===== src/u8u16_pkg.sv =====
`timescale 1ns / 1ps
// ----------------------------------------------------------------------------
// UTF-8 to UTF-16 transcoder package
// Shared types and constants for the strict UTF-8 to UTF-16 transcoder.
// ----------------------------------------------------------------------------
package u8u16_pkg;

  // Error codes carried with each result.
  typedef enum logic [2:0] {
    ERR_NONE      = 3'd0,
    ERR_BAD_LEAD  = 3'd1,
    ERR_BAD_CONT  = 3'd2,
    ERR_TRUNCATED = 3'd3,
    ERR_INVALID   = 3'd4
  } err_t;

  // One result item as it sits in the output queue.
  typedef struct packed {
    logic [15:0] code_unit;
    err_t        error_kind;
    logic        last_of_string;
  } result_t;

  localparam int unsigned SCALAR_W = 21;

  localparam logic [7:0]          CONT_MASK  = 8'hC0;
  localparam logic [7:0]          CONT_TAG   = 8'h80;
  localparam logic [SCALAR_W-1:0] MIN_2BYTE  = 21'h00080;
  localparam logic [SCALAR_W-1:0] MIN_3BYTE  = 21'h00800;
  localparam logic [SCALAR_W-1:0] MIN_4BYTE  = 21'h10000;
  localparam logic [SCALAR_W-1:0] MAX_SCALAR = 21'h10FFFF;
  localparam logic [SCALAR_W-1:0] SURR_LO    = 21'h0D800;
  localparam logic [SCALAR_W-1:0] SURR_HI    = 21'h0DFFF;
  localparam logic [SCALAR_W-1:0] BMP_MAX    = 21'h0FFFF;
  localparam logic [15:0]         HIGH_SURR  = 16'hD800;
  localparam logic [15:0]         LOW_SURR   = 16'hDC00;

  // Depth of the result queue and the width of its pointers.
  localparam int unsigned QUEUE_DEPTH = 4;
  localparam int unsigned PTR_W       = $clog2(QUEUE_DEPTH);
  localparam int unsigned CNT_W       = $clog2(QUEUE_DEPTH + 1);

endpackage


===== src/utf8_to_utf16_transcoder_top.sv =====
`timescale 1ns / 1ps
// ----------------------------------------------------------------------------
// UTF-8 to UTF-16 transcoder
// Results: each result is written into the result queue when the byte that
// causes it is accepted and is shown on the master side from the queue head;
// the low unit of a surrogate pair follows the high unit.
// Throughput: one byte per cycle; the four-entry result queue holds back the
// slave side only when fewer than two free entries remain.
// Reset: synchronous; clears the open sequence, the failed flag and the queue.
// ----------------------------------------------------------------------------
// Strict decoder: validates each UTF-8 sequence and emits UTF-16 code units,
// a surrogate pair for supplementary scalars, or one error result per string.
// ----------------------------------------------------------------------------
module utf8_to_utf16_transcoder_top (
  input  logic        clk,
  input  logic        rst,
  // Slave side: tdata [7:0] byte_in; tlast is end_of_string.
  input  logic        s_tvalid,
  output logic        s_tready,
  input  logic [7:0]  s_tdata,
  input  logic        s_tlast,
  // Master side: tdata [15:0] code_unit, [18:16] error_kind, [23:19] zero;
  // tlast is last_of_string.
  output logic        m_tvalid,
  input  logic        m_tready,
  output logic [23:0] m_tdata,
  output logic        m_tlast
);

  localparam int unsigned SW    = u8u16_pkg::SCALAR_W;
  localparam int unsigned PW    = u8u16_pkg::PTR_W;
  localparam int unsigned CW    = u8u16_pkg::CNT_W;
  localparam int unsigned DEPTH = u8u16_pkg::QUEUE_DEPTH;

  // Decoder state.
  logic [SW-1:0] partial_scalar, partial_scalar_next;
  logic [1:0]    bytes_remaining, bytes_remaining_next;
  logic [2:0]    sequence_length, sequence_length_next;
  logic          string_failed, string_failed_next;

  // Result queue.
  u8u16_pkg::result_t queue [DEPTH];
  logic [PW-1:0] wr_ptr, rd_ptr;
  logic [CW-1:0] count;

  logic               s_fire, m_fire;
  logic [1:0]         num_res;
  u8u16_pkg::result_t res0, res1;

  // Combinational decode terms.
  logic [SW-1:0]   shifted;
  logic [1:0]      rem_dec;
  logic            err_valid;
  u8u16_pkg::err_t err_kind;
  logic            emit_valid;
  logic [SW-1:0]   emit_cp;
  logic [19:0]     supp;
  logic            bad_scalar;

  assign s_fire   = s_tvalid && s_tready;
  assign m_fire   = m_tvalid && m_tready;
  assign s_tready = (count <= CW'(DEPTH - 2));
  assign m_tvalid = (count != '0);

  // Decode one byte against the open sequence.
  always_comb begin
    partial_scalar_next  = partial_scalar;
    bytes_remaining_next = bytes_remaining;
    sequence_length_next = sequence_length;
    string_failed_next   = string_failed;
    err_valid            = 1'b0;
    err_kind             = u8u16_pkg::ERR_NONE;
    emit_valid           = 1'b0;
    emit_cp              = '0;
    shifted              = {partial_scalar[SW-7:0], s_tdata[5:0]};
    rem_dec              = bytes_remaining - 2'd1;
    bad_scalar           = (shifted > u8u16_pkg::MAX_SCALAR) ||
                           ((shifted >= u8u16_pkg::SURR_LO) &&
                            (shifted <= u8u16_pkg::SURR_HI)) ||
                           ((sequence_length == 3'd2) && (shifted < u8u16_pkg::MIN_2BYTE)) ||
                           ((sequence_length == 3'd3) && (shifted < u8u16_pkg::MIN_3BYTE)) ||
                           ((sequence_length == 3'd4) && (shifted < u8u16_pkg::MIN_4BYTE));

    if (string_failed) begin
      // Skip the rest of a failed string up to its last byte.
      if (s_tlast) begin
        string_failed_next = 1'b0;
      end
    end else if (bytes_remaining == 2'd0) begin
      // Lead position.
      case (s_tdata) inside
        [8'h00:8'h7F]: begin
          emit_valid = 1'b1;
          emit_cp    = SW'(s_tdata);
        end
        [8'hC2:8'hDF]: begin
          partial_scalar_next  = SW'(s_tdata[4:0]);
          sequence_length_next = 3'd2;
          bytes_remaining_next = 2'd1;
        end
        [8'hE0:8'hEF]: begin
          partial_scalar_next  = SW'(s_tdata[3:0]);
          sequence_length_next = 3'd3;
          bytes_remaining_next = 2'd2;
        end
        [8'hF0:8'hF4]: begin
          partial_scalar_next  = SW'(s_tdata[2:0]);
          sequence_length_next = 3'd4;
          bytes_remaining_next = 2'd3;
        end
        default: begin
          err_valid = 1'b1;
          err_kind  = u8u16_pkg::ERR_BAD_LEAD;
        end
      endcase
      if (!err_valid && !emit_valid && s_tlast) begin
        err_valid = 1'b1;
        err_kind  = u8u16_pkg::ERR_TRUNCATED;
      end
    end else if ((s_tdata & u8u16_pkg::CONT_MASK) != u8u16_pkg::CONT_TAG) begin
      err_valid = 1'b1;
      err_kind  = u8u16_pkg::ERR_BAD_CONT;
    end else if (rem_dec != 2'd0) begin
      // More continuation bytes to come.
      partial_scalar_next  = shifted;
      bytes_remaining_next = rem_dec;
      if (s_tlast) begin
        err_valid = 1'b1;
        err_kind  = u8u16_pkg::ERR_TRUNCATED;
      end
    end else if (bad_scalar) begin
      err_valid = 1'b1;
      err_kind  = u8u16_pkg::ERR_INVALID;
    end else begin
      // Sequence complete and valid.
      emit_valid           = 1'b1;
      emit_cp              = shifted;
      partial_scalar_next  = '0;
      bytes_remaining_next = 2'd0;
      sequence_length_next = 3'd0;
    end

    if (err_valid) begin
      partial_scalar_next  = '0;
      bytes_remaining_next = 2'd0;
      sequence_length_next = 3'd0;
      string_failed_next   = !s_tlast;
    end
  end

  // Build the results for this byte.
  always_comb begin
    num_res             = 2'd0;
    res0.code_unit      = '0;
    res0.error_kind     = u8u16_pkg::ERR_NONE;
    res0.last_of_string = 1'b0;
    res1                = res0;
    supp                = 20'(emit_cp - u8u16_pkg::MIN_4BYTE);
    if (err_valid) begin
      num_res             = 2'd1;
      res0.error_kind     = err_kind;
      res0.last_of_string = 1'b1;
    end else if (emit_valid) begin
      if (emit_cp <= u8u16_pkg::BMP_MAX) begin
        num_res             = 2'd1;
        res0.code_unit      = emit_cp[15:0];
        res0.last_of_string = s_tlast;
      end else begin
        num_res             = 2'd2;
        res0.code_unit      = u8u16_pkg::HIGH_SURR + {6'd0, supp[19:10]};
        res1.code_unit      = u8u16_pkg::LOW_SURR + {6'd0, supp[9:0]};
        res1.last_of_string = s_tlast;
      end
    end
  end

  // Decoder state registers.
  always_ff @(posedge clk) begin
    if (rst) begin
      partial_scalar  <= '0;
      bytes_remaining <= 2'd0;
      sequence_length <= 3'd0;
      string_failed   <= 1'b0;
    end else if (s_fire) begin
      partial_scalar  <= partial_scalar_next;
      bytes_remaining <= bytes_remaining_next;
      sequence_length <= sequence_length_next;
      string_failed   <= string_failed_next;
    end
  end

  // Result queue pointers and fill count.
  always_ff @(posedge clk) begin
    if (rst) begin
      wr_ptr <= '0;
      rd_ptr <= '0;
      count  <= '0;
    end else begin
      if (s_fire) begin
        wr_ptr <= wr_ptr + PW'(num_res);
      end
      if (m_fire) begin
        rd_ptr <= rd_ptr + PW'(1);
      end
      count <= count + (s_fire ? CW'(num_res) : CW'(0)) - (m_fire ? CW'(1) : CW'(0));
    end
  end

  // Result queue storage.
  always_ff @(posedge clk) begin
    if (s_fire && (num_res != 2'd0)) begin
      queue[wr_ptr] <= res0;
    end
    if (s_fire && (num_res == 2'd2)) begin
      queue[wr_ptr + PW'(1)] <= res1;
    end
  end

  // Head of the queue drives the master side.
  assign m_tdata = {5'd0, queue[rd_ptr].error_kind, queue[rd_ptr].code_unit};
  assign m_tlast = queue[rd_ptr].last_of_string;

  // The queue never holds more than its depth.
  a_count_bound : assert property (@(posedge clk) disable iff (rst)
    count <= CW'(DEPTH))
    else $error("result queue overfilled");

  // An error result always closes its string.
  a_error_last : assert property (@(posedge clk) disable iff (rst)
    (m_tvalid && (m_tdata[18:16] != 3'd0)) |-> m_tlast)
    else $error("error result without last flag");

  // A high surrogate is never the last unit of a string.
  a_high_surr : assert property (@(posedge clk) disable iff (rst)
    (m_tvalid && (m_tdata[15:10] == 6'b110110)) |-> !m_tlast)
    else $error("high surrogate marked last");

  // An open sequence is consistent with its length, and never in a failed string.
  a_seq_state : assert property (@(posedge clk) disable iff (rst)
    (bytes_remaining != 2'd0) |-> ((sequence_length > {1'b0, bytes_remaining}) &&
                                   !string_failed))
    else $error("inconsistent sequence state");

endmodule

===== config.mk =====
export PLATFORM = sky130hd
export DESIGN_NAME = utf8_to_utf16_transcoder_top
export DESIGN_NICKNAME = d
export VERILOG_FILES = /design/src/u8u16_pkg.sv /design/src/utf8_to_utf16_transcoder_top.sv
export SDC_FILE = /design/constraint.sdc
export NUM_CORES = 1
export LEC_CHECK = 0
export BUFFER_PORTS_ARGS = -buffer_cell sky130_fd_sc_hd__buf_2
export CORE_UTILIZATION = 55
export DETAILED_ROUTE_END_ITERATION = 8
export GPL_TIMING_DRIVEN = 0
export PLACE_DENSITY = 0.81
export SYNTH_ARGS = -nofsm -noshare
export SYNTH_HDL_FRONTEND = slang
export SYNTH_SLANG_ARGS = --single-unit

===== constraint.sdc =====
create_clock -name clk -period 5.15 [get_ports clk]
set_input_delay 0.2575 -clock clk [delete_from_list [all_inputs] [get_ports clk]]
set_output_delay 0.2575 -clock clk [all_outputs]
set_load 0.02 [all_outputs]

==> qor.yml, run 1 <==
routing:
  drc: 0
  wl_per_cell_um: 20.8
  firstDrtPassIters: 5
  drtAntennaViolNets: 0
  routed_vias_inst: 6.57
  drt_wl_total_mm: 16.4
  vias: 5194
  initial_detailed_routing_violation_count: 626
clock_tree:
  cts_root_buffer: "sky130_fd_sc_hd__clkbuf_8"
  number_of_clock_sinks_seen_by_cts: 110
  post-cts-setup-buffer-count: 0
  cts.path.max_buffers: 2
  htree_num_levels: 3
  numCtsBuffers: 9
  clock_insertion_delay_worst_skew_ps: 390
  tritoncts: "built"
  path_clk_slew_ps: 100
worst_setup_path:
  path_delay_family: "simple AND/OR/NAND/NOR gates"
  worstPathArrival_ps: 5090
  worst_path_max_delay_cell: "sky130_fd_sc_hd__dfxtp_1"
  worst_path_most_repeated_cell: "sky130_fd_sc_hd__ha_1"
  critPathCaptureType: "flop"
  startpoint_type: "flop"
  critical-path-max-stage-delay_ps: 420
  timing.critical_path.buf_inv: 5
  timing.setup.critical_path_class: "flop to flop"
  crit_chain: "inv_1, ha_1, nand4bb_1, or3_4, nor2_1, clkbuf_4, clkbuf_2, nand2_1, ha_1, o2111a_1, or2_1, buf_6, a211o_1, nand2_1, ha_1, inv_1, ha_1, fa_1, xor2_1, xnor2_1, nor2_1"
  required_ps: 5410
  critPathMaxFanout: 10
logic_synthesis:
  synth.top_cells.by_area: "sky130_fd_sc_hd__edfxtp_1 32%, sky130_fd_sc_hd__dfxtp_1 15%, sky130_fd_sc_hd__mux4_2 7.4%"
  post_synthesis_sequential_area_ratio_pct: 46.9
  yosysUniqueCellTypes: 66
  total_of_flip_flops_plus_latches_after_synthesis: 110
  most_area_hungry_cell_type_in_the_yosys_netlist: "sky130_fd_sc_hd__edfxtp_1"
  post_synthesis_instance_area_um2: 6060
  ys_warn_count: 0
  post_synth_inst_count: 608
  yosys_most_used_dff: "sky130_fd_sc_hd__edfxtp_1"
  synth-edff-count: 64
  async_reset_ff_share_pct: 0
  synthDominantCellAreaShare_pct: 31.7
  synthesis.area_per_instance_um2: 9.97
global_route:
  grt_start_max_net_pins: 18
  antenna_found_initial: 0
  grt_first_pass_wirelength_mm: 26.1
  track_usage_pct: 30.4
  overflow: 0
  via_count_of_the_first_global_routing_pass: 5028
min_path:
  min_path_type: "primary input to flop"
floorplan:
  die_boundary_height_um: 107
  core_region_um2: 10500
  floorplan.initialDensity_pct: 57.7
  die_w_um: 107
  io_pins: 40
  floorplan.die_area_um2: 11400
  num_rows: 37
finish:
  mostFrequentLayoutCells: "64 x sky130_fd_sc_hd__edfxtp_1, 58 x sky130_fd_sc_hd__nand2_1, 51 x sky130_fd_sc_hd__a21oi_1"
  drive_gt1_share_pct: 14.8
  insertedDiodeCount: 0
  final_net_count: 673
  area_delta_synth_final_pct: 9.22
  layout.cells.most_common: "sky130_fd_sc_hd__edfxtp_1"
power_and_ir_drop:
  leakage_nw: 2.17
  power.total_mw: 2.67
  power_density_nw_per_um2: 403
  max-vdd-ir-drop_v: 0.000251
timing:
  setup_viol_count_final: 0
  worst_pin_slew_ps: 1060
  timing.slew.headroom_pct: 29.5
  post-route-min-period_ps: 4830
  slew_viol_final: 0
  final.period_utilization_pct: 93.8
  fin_hold_viols: 0
  rsz0062_at_grt: "false"
  timing.clock.skew_ps: 12.4
  max_freq_mhz: 207
  tns_ps: 0
place:
  dpl.hpwl_mm: 11.9
  place.gp.congestion: 0.992
  io_buffer_count: 28
job:
  max_cap_violations: 0
outcome:
  run_status: "complete, no violations"
cell usage after synthesis, drive strengths merged (5+ instances only):
cell    count
a22o       25
nand3      31
dfxtp      46
buf        17
mux2i       5
inv         7
a21oi      53
ha          9
nor3       12
a31oi       5
or2         7
o21ai      45
edfxtp     64
nor2b       7
nand2      58
nand2b     22
mux4       20
nor4        7
nand4      12
nor2       44
clkbuf     39
a22oi       7
timing repair:
action | CTS | global route
resized for setup | 0 | 7
hold buffers | 0 | 0
setup endpoints to repair | 0 | 35
layer usage:
layer / up-vias / share of wire (%) / GRT usage (%)
met1: 2485 / 40 / 39.7
met2: 303 / 48 / 49.7
met4: 0 / 3.2 / 14.6
li1: 2362 / - / -
met3: 44 / 8.7 / 4.74
met5: - / 0 / 0
area by class of cell:
| type | instances | area [µm²] |
|---|---|---|
| Clock buffer | 13 | 139 |
| Inverter | 7 | 26.3 |
| Clock inverter | 3 | 68.8 |
| Timing Repair Buffer | 29 | 155 |
| Tap cell | 136 | 170 |
| Sequential cell | 110 | 2840 |
| Fill cell | 871 | 3890 |
| Multi-Input combinational cell | 439 | 2970 |
| Buffer | 54 | 250 |
report_power, final:
part	switching [mW]	total (mW)	internal, mW
clock network	0.288	0.565	0.277
logic	0.619	0.993	0.374
registers	0.0578	1.11	1.05
path summary, 6_finish.rpt:
check                      from       endpoint  slack [ps]  depth (start not counted)
max          bytes_remaining[0]       count[2]         320                         21
min                     s_tlast  string_failed         160                          2
max reg2reg  bytes_remaining[0]       count[2]         320                         21
min reg2reg         queue[0][3]    queue[0][3]         460                          2
flip-flops by register name (all words and copies together), names as in the netlist, named ones only:
| name | cells |
|---|---|
| wr_ptr | 2 |
| partial_scalar | 15 |
| string_failed | 1 |
| bytes_remaining | 2 |
| rd_ptr | 2 |
| queue | 80 |
| sequence_length | 3 |
| count | 3 |
metrics by stage:
stage	setup WS (ps)	cell area [µm²]	hold slack [ps]	utilization (%)	std cells
floorplan	641	6080	354	-	612
global placement	-950	6390	440	60.8	776
detailed placement	56.0	6410	447	61.0	777
CTS	16.0	6620	138	62.9	793
global route	24.1	6620	161	63.0	791
finish	322	6620	157	63.0	791
cells by family after synthesis:
| logic type | Yosys count | share of synthesized area (%) |
|---|---|---|
| xor+xnor | 5 | 0.722 |
| mux | 27 | 8.63 |
| buf+inv | 63 | 4.60 |
| flops | 110 | 46.9 |
| simple gates | 220 | 18.4 |
| other cells | 1 | 0.0618 |
| fa+ha+maj | 10 | 2.19 |
| compound gates | 172 | 18.6 |
No activity file was read; power rests on OpenSTA's default activity.
==> run 2, diff against run 1 <==
--- a/config.mk
+++ b/config.mk
@@ -9,6 +9,7 @@
 export CORE_UTILIZATION = 55
 export DETAILED_ROUTE_END_ITERATION = 8
 export GPL_TIMING_DRIVEN = 0
+export MAX_ROUTING_LAYER = met4
 export PLACE_DENSITY = 0.81
 export SYNTH_ARGS = -nofsm -noshare
 export SYNTH_HDL_FRONTEND = slang
==> qor.yml, run 2 (synthesis results as in run 1) <==
timing:
  fin_hold_viols: 0
  tns_ps: 0
  post-route-min-period_ps: 4700
  setup_viol_count_final: 0
  max_freq_mhz: 213
  timing.slew.headroom_pct: 34.5
  timing.clock.skew_ps: 13.4
  slew_viol_final: 0
  final.period_utilization_pct: 91.2
  rsz0062_at_grt: "false"
  final.setup.worst_slack_ps: 454
  hold_slack_ps: 143
  worst_pin_slew_ps: 983
place:
  placedInstanceArea_um2: 6410
  dpl.hpwl_mm: 12.2
  place.gp.congestion: 0.970
  pre_cts_slack_ps: 3.77
  io_buffer_count: 28
  dp_cells: 777
finish:
  nFillCells: 870
  insertedDiodeCount: 0
  regMostFlops: "queue"
  largest_registers_ranked_by_flip_flop_count: "queue (80), partial_scalar (15)"
  final_net_count: 674
  mostFrequentLayoutCells: "64 x sky130_fd_sc_hd__edfxtp_1, 58 x sky130_fd_sc_hd__nand2_1, 51 x sky130_fd_sc_hd__a21oi_1"
  fin_util_pct: 63.1
  layout.cells.most_common: "sky130_fd_sc_hd__edfxtp_1"
  area_delta_synth_final_pct: 9.37
  drive_gt1_share_pct: 15.5
  finish.cell_count_without_fillers: 792
  area.sequential_um2: 2840
  final_cell_area_um2: 6630
  largest_register_ffs: 80
  area_of_combinational_cells_with_multiple_inputs_um2: 2970
global_route:
  antenna_found_initial: 0
  grt_first_pass_wirelength_mm: 26.3
  overflow: 0
  global_route.usage.met2_pct: 49.2
  grt_start_max_net_pins: 19
  grt_use_met1_pct: 40.8
  via_count_of_the_first_global_routing_pass: 5067
  grtUsageMet3_pct: 3.77
  track_usage_pct: 31.6
  grt.busiest_layer: "met2"
power_and_ir_drop:
  max-vdd-ir-drop_v: 0.000278
  power_density_nw_per_um2: 399
  leakage_nw: 2.17
  power.total_mw: 2.65
clock_tree:
  hold_buffers: 0
  number_of_clock_sinks_seen_by_cts: 110
  numCtsBuffers: 9
  htree_num_levels: 3
  path_clk_slew_ps: 110
  cts.path.max_buffers: 2
  tritoncts: "built"
  clock_insertion_delay_worst_skew_ps: 390
  cts_root_buffer: "sky130_fd_sc_hd__clkbuf_8"
job:
  max_cap_violations: 0
routing:
  vias: 5242
  wl_per_cell_um: 21.1
  firstDrtPassIters: 5
  drt_wl_total_mm: 16.7
  initial_detailed_routing_violation_count: 580
  drtAntennaViolNets: 0
  drc: 0
  routed_vias_inst: 6.62
floorplan:
  die_boundary_height_um: 107
  floorplan.initialDensity_pct: 57.7
  die_w_um: 107
  core_region_um2: 10500
  io_pins: 40
  num_rows: 37
  floorplan.die_area_um2: 11400
worst_setup_path:
  required_ps: 5420
  worstPathArrival_ps: 4970
  critPathCaptureType: "flop"
  startpoint_type: "flop"
  critPathMaxFanout: 10
  timing.setup.critical_path_class: "flop to flop"
min_path:
  min_path_type: "primary input to flop"
outcome:
  run_status: "complete, no violations"
-- run 2: changes by cell type in the layout (fill, tap and decap cells not counted) --
| cell | change |
|---|---|
| sky130_fd_sc_hd__clkbuf_1 | -3 |
| sky130_fd_sc_hd__clkbuf_8 | +2 |
| sky130_fd_sc_hd__clkinvlp_4 | +1 |
| sky130_fd_sc_hd__buf_2 | +1 |
| sky130_fd_sc_hd__nor2_2 | +1 |
| sky130_fd_sc_hd__clkinv_4 | +1 |
| sky130_fd_sc_hd__clkbuf_16 | +1 |
| sky130_fd_sc_hd__bufinv_16 | -2 |
| sky130_fd_sc_hd__inv_8 | +1 |
| sky130_fd_sc_hd__clkbuf_2 | -1 |
| sky130_fd_sc_hd__inv_6 | -1 |
| sky130_fd_sc_hd__nor2_1 | -1 |
| sky130_fd_sc_hd__inv_4 | +1 |
-- run 2: final timing paths --
| kind | start | end | slack [ps] | cells after the start |
|---|---|---|---|---|
| setup / recovery | bytes_remaining[0] | count[2] | 450 | 21 |
| setup reg to reg | bytes_remaining[0] | count[2] | 450 | 21 |
| hold / removal | s_tlast | string_failed | 140 | 2 |
| hold reg to reg | queue[3][2] | queue[3][2] | 460 | 2 |
-- run 2: power by group --
group | total, mW | internal [mW] | switching (mW)
Sequential | 1.11 | 1.05 | 0.0570
Combinational | 0.996 | 0.374 | 0.623
Clock | 0.543 | 0.237 | 0.307
Total | 2.65 | 1.66 | 0.987
-- run 2: timing repair --
item | in CTS | in global routing
resized for setup | 0 | 9
buffers inserted | 0 | 0
setup endpoints to repair | 1 | 35
-- run 2: worst max-delay path: stages, from the launching register on --
cell	delay [ps]
sky130_fd_sc_hd__dfxtp_1	420
sky130_fd_sc_hd__inv_1	90
sky130_fd_sc_hd__ha_1	260
sky130_fd_sc_hd__nand4bb_1	250
sky130_fd_sc_hd__or3_4	430
sky130_fd_sc_hd__nor2_2	160
sky130_fd_sc_hd__clkbuf_4	240
sky130_fd_sc_hd__buf_2	240
sky130_fd_sc_hd__nand2_1	110
sky130_fd_sc_hd__ha_1	240
sky130_fd_sc_hd__o2111a_1	150
sky130_fd_sc_hd__or2_1	230
sky130_fd_sc_hd__buf_6	150
sky130_fd_sc_hd__a211o_1	380
sky130_fd_sc_hd__nand2_1	110
sky130_fd_sc_hd__ha_1	130
sky130_fd_sc_hd__inv_1	40
sky130_fd_sc_hd__ha_1	180
sky130_fd_sc_hd__fa_1	380
sky130_fd_sc_hd__xor2_1	200
sky130_fd_sc_hd__xnor2_1	130
sky130_fd_sc_hd__nor2_1	50
-- run 2: layout make-up --
class                   instances  area share, %
repair buffers                 29           2.34
clock inverters                 4          0.509
plain buffers                  55           3.83
flip-flops and latches        110           42.9
multi-input cells             439           44.8
clock buffers                  12           2.66
inverters                       7          0.396
well taps                     136           2.57
-- run 2: layer usage --
layer	up-vias	routed length, µm
met5	-	0
met4	0	631
met3	50	1340
met2	301	7930
met1	2528	6800
li1	2363	-
